<file path="src/trfp_pkg.sv">
// Shared types and constants of the tag reader frame parser.
package trfp_pkg;

  localparam logic [7:0] START_BYTE = 8'h01;
  localparam logic [7:0] DEVICE_ID  = 8'h03;
  localparam logic [7:0] STATUS_OK  = 8'h00;
  localparam logic [8:0] POS_START  = 9'd1;
  localparam logic [8:0] POS_LENGTH = 9'd2;
  localparam logic [8:0] POS_DEVICE = 9'd4;
  localparam logic [8:0] POS_STATUS = 9'd7;
  localparam logic [8:0] TAG_FIRST  = 9'd11;
  localparam logic [8:0] TAG_LAST   = 9'd18;

  typedef enum logic [2:0] {
    ST_OK         = 3'd0,
    ST_BAD_START  = 3'd1,
    ST_BAD_DEVICE = 3'd2,
    ST_BAD_STATUS = 3'd3,
    ST_OVERFLOW   = 3'd4
  } frame_status_t;

  typedef struct packed {
    logic          valid;
    frame_status_t status;
    logic [63:0]   tag;
    logic          match;
  } result_t;

endpackage

</file>
<file path="src/trfp_in_stage.sv">
// Input register that holds one received byte until the parser takes it.
module trfp_in_stage (
  input  logic       clk,
  input  logic       rst,
  input  logic       in_valid,
  output logic       in_stall,
  input  logic [7:0] rx_byte,
  input  logic       advance,
  output logic       q_valid,
  output logic [7:0] q_byte
);

  assign in_stall = q_valid && !advance;

  always_ff @(posedge clk) begin
    if (rst) begin
      q_valid <= 1'b0;
    end else if (!in_stall) begin
      q_valid <= in_valid;
    end
  end

  always_ff @(posedge clk) begin
    if (!in_stall && in_valid) begin
      q_byte <= rx_byte;
    end
  end

endmodule

</file>
<file path="src/trfp_parse.sv">
// Frame parser: position, length and tag state plus the per-byte checks.
module trfp_parse #(
  parameter int MAX_FRAME = 32
) (
  input  logic             clk,
  input  logic             rst,
  input  logic             advance,
  input  logic [7:0]       data,
  input  logic [63:0]      expected_tag,
  output trfp_pkg::result_t result
);

  logic [7:0]  byte_position;
  logic [7:0]  frame_length;
  logic [63:0] tag_capture;
  logic [7:0]  byte_position_next;
  logic [7:0]  frame_length_next;
  logic [63:0] tag_capture_next;
  logic [8:0]  pos;
  logic        error;
  logic        done;
  trfp_pkg::frame_status_t status;

  always_comb begin
    pos               = {1'b0, byte_position} + 9'd1;
    frame_length_next = frame_length;
    tag_capture_next  = tag_capture;
    error             = 1'b0;
    status            = trfp_pkg::ST_OK;
    priority if (pos == trfp_pkg::POS_START) begin
      tag_capture_next = '0;
      if (data != trfp_pkg::START_BYTE) begin
        error  = 1'b1;
        status = trfp_pkg::ST_BAD_START;
      end
    end else if (pos == trfp_pkg::POS_LENGTH) begin
      frame_length_next = data;
    end else if (pos == trfp_pkg::POS_DEVICE) begin
      if (data != trfp_pkg::DEVICE_ID) begin
        error  = 1'b1;
        status = trfp_pkg::ST_BAD_DEVICE;
      end
    end else if (pos == trfp_pkg::POS_STATUS) begin
      if (data != trfp_pkg::STATUS_OK) begin
        error  = 1'b1;
        status = trfp_pkg::ST_BAD_STATUS;
      end
    end else if (pos >= trfp_pkg::TAG_FIRST && pos <= trfp_pkg::TAG_LAST) begin
      tag_capture_next = {tag_capture[55:0], data};
    end else begin
      tag_capture_next = tag_capture;
    end
    if (!error && pos > 9'(MAX_FRAME)) begin
      error  = 1'b1;
      status = trfp_pkg::ST_OVERFLOW;
    end
    done = !error && pos >= trfp_pkg::POS_LENGTH && pos == {1'b0, frame_length_next};
    result.valid  = error || done;
    result.status = status;
    result.tag    = error ? 64'd0 : tag_capture_next;
    result.match  = !error && (tag_capture_next == expected_tag);
    byte_position_next = (error || done) ? 8'd0 : pos[7:0];
  end

  always_ff @(posedge clk) begin
    if (rst) begin
      byte_position <= '0;
      frame_length  <= '0;
      tag_capture   <= '0;
    end else if (advance) begin
      byte_position <= byte_position_next;
      frame_length  <= frame_length_next;
      tag_capture   <= tag_capture_next;
    end
  end

endmodule

</file>
<file path="src/trfp_out_stage.sv">
// Result register that holds one result item until the receiver takes it.
module trfp_out_stage (
  input  logic              clk,
  input  logic              rst,
  input  logic              load,
  input  trfp_pkg::result_t result,
  output logic              out_valid,
  input  logic              out_stall,
  output logic [2:0]        frame_status,
  output logic [63:0]       tag_value,
  output logic              tag_match
);

  always_ff @(posedge clk) begin
    if (rst) begin
      out_valid <= 1'b0;
    end else if (load) begin
      out_valid <= 1'b1;
    end else if (!out_stall) begin
      out_valid <= 1'b0;
    end
  end

  always_ff @(posedge clk) begin
    if (load) begin
      frame_status <= result.status;
      tag_value    <= result.tag;
      tag_match    <= result.match;
    end
  end

endmodule

</file>
<file path="src/tag_reader_frame_parser.sv">
// Top level of the tag reader frame parser.
//
//   Channel  Handshake              Payload
//   in       in_valid / in_stall    rx_byte
//   out      out_valid / out_stall  frame_status, tag_value, tag_match
//   cfg      cfg_valid / cfg_ready  cfg_data (expected tag)
//
// One byte is taken per cycle while in_stall is low; a byte is held in the input register
// and its result, if any, is loaded into the result register and shown at out_valid.
// The input stalls only while a byte is held and a result waits stalled.
// Reset is synchronous and returns the parser to the first byte of a frame.
// The configuration port is always ready.
module tag_reader_frame_parser #(
  parameter int MAX_FRAME = 32
) (
  input  logic        clk,
  input  logic        rst,
  input  logic        in_valid,
  output logic        in_stall,
  input  logic [7:0]  rx_byte,
  output logic        out_valid,
  input  logic        out_stall,
  output logic [2:0]  frame_status,
  output logic [63:0] tag_value,
  output logic        tag_match,
  input  logic        cfg_valid,
  output logic        cfg_ready,
  input  logic [63:0] cfg_data
);

  logic              q_valid;
  logic [7:0]        q_byte;
  logic              advance;
  logic [63:0]       expected_tag;
  trfp_pkg::result_t result;

  assign cfg_ready = 1'b1;
  assign advance   = q_valid && (!out_valid || !out_stall);

  always_ff @(posedge clk) begin
    if (rst) begin
      expected_tag <= '0;
    end else if (cfg_valid && cfg_ready) begin
      expected_tag <= cfg_data;
    end
  end

  trfp_in_stage u_in (
    .clk      (clk),
    .rst      (rst),
    .in_valid (in_valid),
    .in_stall (in_stall),
    .rx_byte  (rx_byte),
    .advance  (advance),
    .q_valid  (q_valid),
    .q_byte   (q_byte)
  );

  trfp_parse #(
    .MAX_FRAME (MAX_FRAME)
  ) u_parse (
    .clk          (clk),
    .rst          (rst),
    .advance      (advance),
    .data         (q_byte),
    .expected_tag (expected_tag),
    .result       (result)
  );

  trfp_out_stage u_out (
    .clk          (clk),
    .rst          (rst),
    .load         (advance && result.valid),
    .result       (result),
    .out_valid    (out_valid),
    .out_stall    (out_stall),
    .frame_status (frame_status),
    .tag_value    (tag_value),
    .tag_match    (tag_match)
  );

  a_stall_needs_full: assert property (@(posedge clk) disable iff (rst)
    in_stall |-> q_valid && out_valid)
    else $error("Input stalled without a held byte and a waiting result.");

  a_error_clean: assert property (@(posedge clk) disable iff (rst)
    out_valid && frame_status != trfp_pkg::ST_OK |-> tag_value == 64'd0 && !tag_match)
    else $error("Error result carries a tag or a match.");

  a_reset_empty: assert property (@(posedge clk)
    rst |=> !out_valid && !q_valid)
    else $error("Stages not empty after reset.");

endmodule

</file>
<file path="config.mk">
export PLATFORM = sky130hd
export DESIGN_NAME = tag_reader_frame_parser
export DESIGN_NICKNAME = d
export VERILOG_FILES = /design/src/trfp_pkg.sv /design/src/trfp_in_stage.sv /design/src/trfp_parse.sv /design/src/trfp_out_stage.sv /design/src/tag_reader_frame_parser.sv
export SDC_FILE = /design/constraint.sdc
export NUM_CORES = 1
export LEC_CHECK = 0
export BUFFER_PORTS_ARGS = -buffer_cell sky130_fd_sc_hd__buf_2
export CAP_MARGIN = 20
export CORE_MARGIN = 2
export CORE_UTILIZATION = 40
export DETAILED_ROUTE_END_ITERATION = 16
export MAX_ROUTING_LAYER = met4
export PLACE_DENSITY = 0.65
export SETUP_SLACK_MARGIN = 0.1
export SYNTH_ARGS = -nofsm -noshare
export SYNTH_HDL_FRONTEND = slang
export SYNTH_HIERARCHICAL = 1
export SYNTH_SLANG_ARGS = --single-unit
export TNS_END_PERCENT = 5
</file>
<file path="constraint.sdc">
create_clock -name clk -period 5.7 [get_ports clk]
set_clock_uncertainty 0.2 [all_clocks]
set_input_delay 1.425 -clock clk [delete_from_list [all_inputs] [get_ports clk]]
set_output_delay 1.425 -clock clk [all_outputs]
set_load 0.005 [all_outputs]
</file>
==> results.md, run 1 <==
* Max-capacitance violation count at 0
* P&R area growth vs syn at 17.5%
* DP Area at 11500 um^2
* Flip-flop cell with the highest count after synthesis: sky130_fd_sc_hd__dfxtp_1
* Post-synthesis share of cell area spent on and, or, nand and nor gates at 15.8%
* Critical path data required time at 5.85 ns
* VDD IR max at 0.239 mV
* Multiplexer share of the synthesized area at 13.0%
* Std cell rows at 59
* Total overflow reported by the global router at 0
* Post-synth top area share at 27.9%
* Final hold vios at 0
* Number of search-and-repair iterations in the first detailed-routing pass at 5
* Final std cell area, no fill at 12300 um^2
* Crit path max-delay cell type: sky130_fd_sc_hd__a21o_2
* Number of primary I/O pins at 148
* Per-instance average area after synthesis at 9.85 um^2
* Post-synthesis xor/xnor area fraction at 3.91%
* Flops & latches, synth at 222
* Total length of routed wires at 30000 um
* # hold bufs at CTS at 0
* Area of the mapped netlist at 10500 um^2
* Startpoint kind of the worst setup timing path: flip-flop
* Count of H-tree levels built during CTS at 1
* Arrival time of data at the critical path endpoint at 5.13 ns
* Num CTS Buffers at 25
* Die ar. at 27500 um^2
* Setup violations, final at 0
* Post-route insts no fill at 1538
* Library cell occupying the most area in the post-synthesis netlist: sky130_fd_sc_hd__dfxtp_1
* Number of remaining DRC errors at 0
* Cell class contributing the biggest share of worst-path delay: compound AO/OA/AOI/OAI gates
* Largest family of logic cells by synthesized area: simple AND/OR/NAND/NOR gates
* DRC violation total after the first TritonRoute iteration at 755
* Overall fraction of global-route tracks in use at 21.5%
* Post-synth net total at 1146
* Share of the synthesized area in compound gates (AO/OA/AOI/OAI) at 12.3%
* Slew margin rel. at 26.5%
* Leading post-synthesis cells by cell area: sky130_fd_sc_hd__dfxtp_1, sky130_fd_sc_hd__edfxtp_1, sky130_fd_sc_hd__mux2i_1
* Global-route wire length before repair at 45800 um
* Placed insts at 1493
* Final worst path period need at 4.98 ns
* Post-CTS setup buffers at 0
* HPWL Detailed at 21000 um
* Top fanout value on the critical path at 38
* Critical path's most frequent cell: sky130_fd_sc_hd__buf_4
* Adder-cell share of the synthesized area at 0.597%
* Share of cells above drive strength 1 at 19.2%
* Port buffer count at 146
* Number of cells on the critical path at 12
* Bufs and invs on worst path at 2
* Unique cell type count in the Yosys netlist at 65
* Depth of the worst register-to-register path at 12
* Vertical die dimension at 166 um
* Setup repair after global routing missed its margin: no
* Number of flops mapped to enable cells by yosys at 76
* Power per standard cell area at 290 nW/um^2
* Number of vias after detailed routing at 8514
* Final max-slew violation count at 0
* Final Worst Setup Slack at 0.716 ns
* Post-CTS resize count at 0
* Initial Utilization at 40.5%
* Sequential fraction of the synthesis area at 49.6%
* Worst-case setup slack after placement at 0.782 ns
* Chip Width at 166 um
* Part of the cycle the worst path needs at 87.4%
* Number of warnings issued by yosys at 6
* Number of global-route vias before repair at 7866
* CTS Sinks at 222
* Clock-pin slew of the registers on the worst-case setup and hold paths at 0.06 ns
* Endpoint kind of the worst setup timing path: flip-flop
* Transition time at the pin with the least slew margin at 1.10 ns
* Clock Path Buffers at 3
* Worst Path Class, Setup: flip-flop to flip-flop
* Clock latency reported for the late side of the worst-skew pair at 0.52 ns
* Maximum achievable frequency at 201 MHz
* Antenna fix cells at 0
* Status: complete, no violations
* Cell count of the worst hold path at 2
* Largest stage delay on the critical path at 0.80 ns
* Root Buffer Master: sky130_fd_sc_hd__clkbuf_16
* Type of the tightest min-delay check: flip-flop to flip-flop
* Antenna-violating nets left at 0
* Routability Congestion at 0.929
* Share of flip-flops with an asynchronous set or reset at 0%
* Setup TNS at 0 ns
* WL per Instance at 19.5 um
* TritonCTS clock tree: done
* Cells after Synth at 1064
* Maximum number of pins on one net before global-route repair at 90
* Number of antenna violations at the first check in global routing at 0
* Via count normalized by instance count at 5.54
* Post-layout net count at 1267
* Cell chain of the critical path: ha_1 > nand3_1 > xnor2_2 > o2111ai_1 > buf_4 > a21o_2 > buf_4 > mux2i_1 > a21oi_1 > o32ai_1 > nand4_1 > nor4_2
* Leakage power at 4.76 nW
* Final core utilization at 47.5%
* Area inside the core boundary at 25900 um^2
[kinds of logic after synthesis]
group / after synthesis
AO/OA/AOI/OAI: 187
adder cells (fa/ha/maj): 5
AND/OR/NAND/NOR: 366
multiplexers: 136
other: 1
flip-flops: 222
XOR/XNOR: 46
buffers and inverters: 101
[stage by stage]
stage,hold slack (ns),power [mW]
6_report,0.293,3.57
5_1_grt,0.321,3.69
4_1_cts,0.298,3.60
3_5_place_dp,0.281,1.99
3_3_place_gp,0.272,1.99
2_1_floorplan,0.260,1.89
[layout make-up]
type | instances | area, um^2
tap | 335 | 419
timing repair buffer | 171 | 948
clock buffer | 35 | 746
inverter | 24 | 90.1
sequential | 222 | 5200
multi-input combinational | 741 | 4820
clock inverter | 10 | 91.3
fill | 2449 | 13600
[metal layers]
| layer | global-route usage [%] | vias up | part of all wire (%) |
|---|---|---|---|
| li1 | - | 4066 | - |
| met1 | 30.3 | 4026 | 46 |
| met2 | 31.2 | 364 | 43 |
| met3 | 4.34 | 58 | 7.3 |
| met4 | 6.84 | 0 | 3.1 |
| met5 | - | - | 0 |
[registers in the layout, summed over array words and instances, names as in the netlist]
| name | count |
|---|---|
| expected_tag | 64 |
| u_out/tag_value | 64 |
| u_parse/tag_capture | 64 |
| u_in/q_byte | 8 |
| u_parse/byte_position | 8 |
| u_parse/frame_length | 8 |
| u_out/frame_status | 3 |
| u_in/q_valid | 1 |
| u_out/out_valid | 1 |
| u_out/tag_match | 1 |
[power by group]
| part | internal [mW] | switching [mW] |
|---|---|---|
| Clock | 0.961 | 0.651 |
| Sequential | 1.69 | 0.0417 |
| Combinational | 0.0945 | 0.126 |
[final timing paths]
check	from	to	slack, ns
worst max-delay path	u_parse/byte_position[0]	u_out/tag_match	0.72
worst min-delay path	u_parse/frame_length[7]	u_parse/frame_length[7]	0.29
worst max register to register	u_parse/byte_position[0]	u_out/tag_match	0.72
worst min register to register	u_parse/frame_length[7]	u_parse/frame_length[7]	0.29
[cells in the mapped netlist, drive strengths merged (4+ instances only)]
library cell and count:
or3 18, buf 34, nor4 10, edfxtp 76
a21oi 33, o32ai 9, ha 5, a31oi 20
mux2i 133, a211oi 15, nand4 10, o2111ai 5
dfxtp 146, nand4b 4, nor2b 8, and2 4
a22oi 57, nand2 40, xor2 27, nor3b 4
nor3 26, xnor2 19, inv 24, nor2 209
nand3 18, and3 4, clkbuf 43, o21ai 28
[worst register-to-register path, cell delays in order (launching register included)]
cell                        delay [ns]
sky130_fd_sc_hd__dfxtp_1          0.58
sky130_fd_sc_hd__ha_1             0.56
sky130_fd_sc_hd__nand3_1          0.24
sky130_fd_sc_hd__xnor2_2          0.23
sky130_fd_sc_hd__o2111ai_1        0.14
sky130_fd_sc_hd__buf_4            0.24
sky130_fd_sc_hd__a21o_2           0.80
sky130_fd_sc_hd__buf_4            0.39
sky130_fd_sc_hd__mux2i_1          0.56
sky130_fd_sc_hd__a21oi_1          0.15
sky130_fd_sc_hd__o32ai_1          0.36
sky130_fd_sc_hd__nand4_1          0.16
sky130_fd_sc_hd__nor4_2           0.22
[cells in the final DEF (no fill, tap or decap), types with 5 or more instances in the layout]
cell and count:
sky130_fd_sc_hd__nor2_1 208, sky130_fd_sc_hd__dfxtp_1 146, sky130_fd_sc_hd__buf_2 144, sky130_fd_sc_hd__mux2i_1 133, sky130_fd_sc_hd__edfxtp_1 76, sky130_fd_sc_hd__a22oi_1 56, sky130_fd_sc_hd__nand2_1 40, sky130_fd_sc_hd__a21oi_1 32
sky130_fd_sc_hd__clkbuf_16 27, sky130_fd_sc_hd__xor2_1 27, sky130_fd_sc_hd__nor3_1 26, sky130_fd_sc_hd__buf_4 25, sky130_fd_sc_hd__o21ai_0 25, sky130_fd_sc_hd__inv_1 24, sky130_fd_sc_hd__a31oi_1 20, sky130_fd_sc_hd__nand3_1 18
sky130_fd_sc_hd__or3_1 18, sky130_fd_sc_hd__xnor2_1 18, sky130_fd_sc_hd__a211oi_1 15, sky130_fd_sc_hd__nand4_1 10, sky130_fd_sc_hd__nor4_1 9, sky130_fd_sc_hd__o32ai_1 9, sky130_fd_sc_hd__nor2b_1 7, sky130_fd_sc_hd__o2111ai_1 5
sky130_fd_sc_hd__ha_1 5
Note: power is estimated with default switching activity, not from simulation.
==> run 2, diff against run 1 <==
--- a/config.mk
+++ b/config.mk
@@ -8,10 +8,10 @@
 export BUFFER_PORTS_ARGS = -buffer_cell sky130_fd_sc_hd__buf_2
 export CAP_MARGIN = 20
 export CORE_MARGIN = 2
-export CORE_UTILIZATION = 40
+export CORE_UTILIZATION = 33
 export DETAILED_ROUTE_END_ITERATION = 16
 export MAX_ROUTING_LAYER = met4
-export PLACE_DENSITY = 0.65
+export PLACE_DENSITY = 0.57
 export SETUP_SLACK_MARGIN = 0.1
 export SYNTH_ARGS = -nofsm -noshare
 export SYNTH_HDL_FRONTEND = slang
==> run 2 against run 1 <==
Compared with the run above:
- combinational power hardly changed
- count of clock-buffer cells in the layout is 4 higher
- hold slack better by 0.00083 ns
- setup slack better by 0.0038 ns
- highest routed layer unchanged
- clock power is 5% higher
- global-route usage is 2.9 points lower
- register-to-register slack hardly changed
- die area is 21% higher
==> results.md, run 2 (same netlist as run 1, synthesis figures left out) <==
* Critical path data required time at 5.85 ns (about the same)
* Arrival time of data at the critical path endpoint at 5.13 ns (about the same)
* P&R area growth vs syn at 18.6%
* Sequential cell area at 5200 um^2 (unchanged)
* Max-capacitance violation count at 0 (unchanged)
* Endpoint kind of the worst setup timing path: flip-flop
* Cell count of the worst hold path at 2 (unchanged)
* Root Buffer Master: sky130_fd_sc_hd__clkbuf_16
* Number of search-and-repair iterations in the first detailed-routing pass at 5 (unchanged)
* Clock-pin slew of the registers on the worst-case setup and hold paths at 0.06 ns (about the same)
* Global-route wire length before repair at 47200 um (+3.1%)
* Worst hold slack across all endpoints at 0.294 ns (+0.000835 ns)
* Type of the tightest min-delay check: flip-flop to flip-flop
* Power per standard cell area at 293 nW/um^2 (+1.2%)
* FF-to-FF End: u_out/tag_match
* Initial Utilization at 33.4% (-7.1 points)
* Commonest non-fill, non-tap cell in the layout: sky130_fd_sc_hd__nor2_1
* WL per Instance at 19.0 um (-2.7%)
* Post-CTS resize count at 0 (unchanged)
* Registers with the highest flip-flop counts: expected_tag: 64 flops, u_out/tag_value: 64 flops, u_parse/tag_capture: 64 flops
* Antenna-violating nets left at 0 (unchanged)
* Die ar. at 33200 um^2 (+21%)
* Worst Path Class, Setup: flip-flop to flip-flop
* Depth of the worst register-to-register path at 13 (+1)
* Top fanout value on the critical path at 40 (+5.3%)
* Chip Width at 182 um (+9.9%)
* Fill count at 3128 (+28%)
* Std cell rows at 65 (+10%)
* Most used cells in the layout excluding fill and tap cells: sky130_fd_sc_hd__nor2_1, sky130_fd_sc_hd__dfxtp_1, sky130_fd_sc_hd__buf_2
* Via count normalized by instance count at 5.26 (-5.0%)
* Share of cells above drive strength 1 at 18.8% (-0.45 points)
* Clock latency reported for the late side of the worst-skew pair at 0.52 ns (about the same)
* Overall fraction of global-route tracks in use at 18.6% (-2.9 points)
* Maximum number of pins on one net before global-route repair at 98 (+8.9%)
* Startpoint of the worst hold path: u_parse/frame_length[2]
* Post-CTS setup buffers at 0 (unchanged)
* Number of remaining DRC errors at 0 (unchanged)
* Slew margin rel. at 27.8% (+1.3 points)
* Setup violations, final at 0 (unchanged)
* Total overflow reported by the global router at 0 (unchanged)
* Post-route insts no fill at 1609 (+4.6%)
* Placed insts at 1559 (+4.4%)
* Post-layout net count at 1267 (unchanged)
* Routability Congestion at 0.848 (-8.7%)
* Hold EP: u_parse/frame_length[2]
* Area inside the core boundary at 31400 um^2 (+21%)
* # hold bufs at CTS at 0 (unchanged)
* Setup TNS at 0 ns (unchanged)
* Total power after layout at 3.65 mW (+2.2%)
* Final hold vios at 0 (unchanged)
* Part of the cycle the worst path needs at 87.4% (about the same)
* Final max-slew violation count at 0 (unchanged)
* Final worst path period need at 4.98 ns (-0.00381 ns)
* DRC violation total after the first TritonRoute iteration at 726 (-3.8%)
* Number of primary I/O pins at 148 (unchanged)
* Multi-input logic area at 4820 um^2 (unchanged)
* Number of antenna violations at the first check in global routing at 1 (+1)
* Clock Path Buffers at 3 (unchanged)
* Status: complete, no violations
* Count of H-tree levels built during CTS at 1 (unchanged)
* Number of vias after detailed routing at 8458 (-0.66%)
* RR Startpoint: u_parse/byte_position[0]
* CTS Sinks at 222 (unchanged)
* Leakage power at 4.77 nW (+0.34%)
* Number of global-route vias before repair at 8126 (+3.3%)
* Startpoint kind of the worst setup timing path: flip-flop
* VDD IR max at 0.185 mV (-23%)
* Num CTS Buffers at 26 (+4.0%)
* Setup repair after global routing missed its margin: no
* TritonCTS clock tree: done
* Total length of routed wires at 30600 um (+1.7%)
* Transition time at the pin with the least slew margin at 1.08 ns (-0.0195 ns)
* HPWL Detailed at 21700 um (+2.9%)
* Port buffer count at 146 (unchanged)
* Vertical die dimension at 182 um (+9.9%)
* R2r setup slk at 0.72 ns (about the same)
* Maximum achievable frequency at 201 MHz (about the same)
==> run 2: cell types whose count changed in the layout (fill, tap and decap cells not counted), sizes merged <==
| cell | before | now |
|---|---|---|
| buf | 171 | 170 |
| bufinv | 1 | 3 |
| clkbuf | 35 | 39 |
| clkinv | 7 | 6 |
| clkinvlp | 2 | 0 |
| diode | 0 | 2 |
==> run 2: worst max-delay path by stage <==
stage,endpoint,from,cells after the start
finish,u_out/tag_match,u_parse/byte_position[0],13
detailed placement,u_out/tag_match,u_parse/byte_position[0],13
global placement,u_out/tag_match,u_parse/byte_position[0],13
floorplan,u_out/frame_status[0],u_parse/byte_position[0],10
global route,u_out/tag_match,u_parse/byte_position[0],13
CTS,u_out/tag_match,u_parse/byte_position[0],13
==> run 2: cell type report <==
| type | count | area share [%] |
|---|---|---|
| Clock inverter | 9 | 0.936 |
| Inverter | 24 | 0.724 |
| Timing Repair Buffer | 170 | 7.57 |
| Tap cell | 402 | 4.04 |
| Clock buffer | 39 | 6.12 |
| Antenna cell | 2 | 0.0402 |
| Multi-Input combinational cell | 741 | 38.7 |
| Sequential cell | 222 | 41.9 |
==> run 2: per-layer routing <==
layer  track usage, %  vias up  part of all wire (%)  wire, um
li1                 -     4064                     -         -
met1             25.8     4076                    47     14500
met2             28.9      286                    45     13700
met3             2.87       32                   6.2      1900
met4             3.77        0                   1.5       452
met5                -        -                     0         0
==> run 2: report_power, final <==
| part | internal [mW] | switching (mW) |
|---|---|---|
| combinational | 0.0938 | 0.125 |
| sequential | 1.69 | 0.0421 |
| clock | 1.05 | 0.641 |
==> run 2: worst max-delay path, cell delays in order, from the launching register on <==
cell and delay (ns):
sky130_fd_sc_hd__dfxtp_1 0.53, sky130_fd_sc_hd__ha_1 0.53, sky130_fd_sc_hd__nand3_1 0.23, sky130_fd_sc_hd__xnor2_2 0.23
sky130_fd_sc_hd__o2111ai_1 0.16, sky130_fd_sc_hd__buf_4 0.27, sky130_fd_sc_hd__a21o_2 0.78, sky130_fd_sc_hd__buf_4 0.40
sky130_fd_sc_hd__mux2i_1 0.43, sky130_fd_sc_hd__xor2_1 0.19, sky130_fd_sc_hd__a31oi_1 0.10, sky130_fd_sc_hd__o32ai_1 0.21
sky130_fd_sc_hd__nand3_1 0.24, sky130_fd_sc_hd__nor4_2 0.27
==> run 2: through the flow <==
step	setup WS [ns]	util [%]	cell area (um^2)
2_1_floorplan	0.497	-	10500
3_3_place_gp	0.975	36.8	11600
3_5_place_dp	0.833	36.8	11600
4_1_cts	0.776	39.6	12400
5_1_grt	0.414	39.6	12400
6_report	0.720	39.6	12400
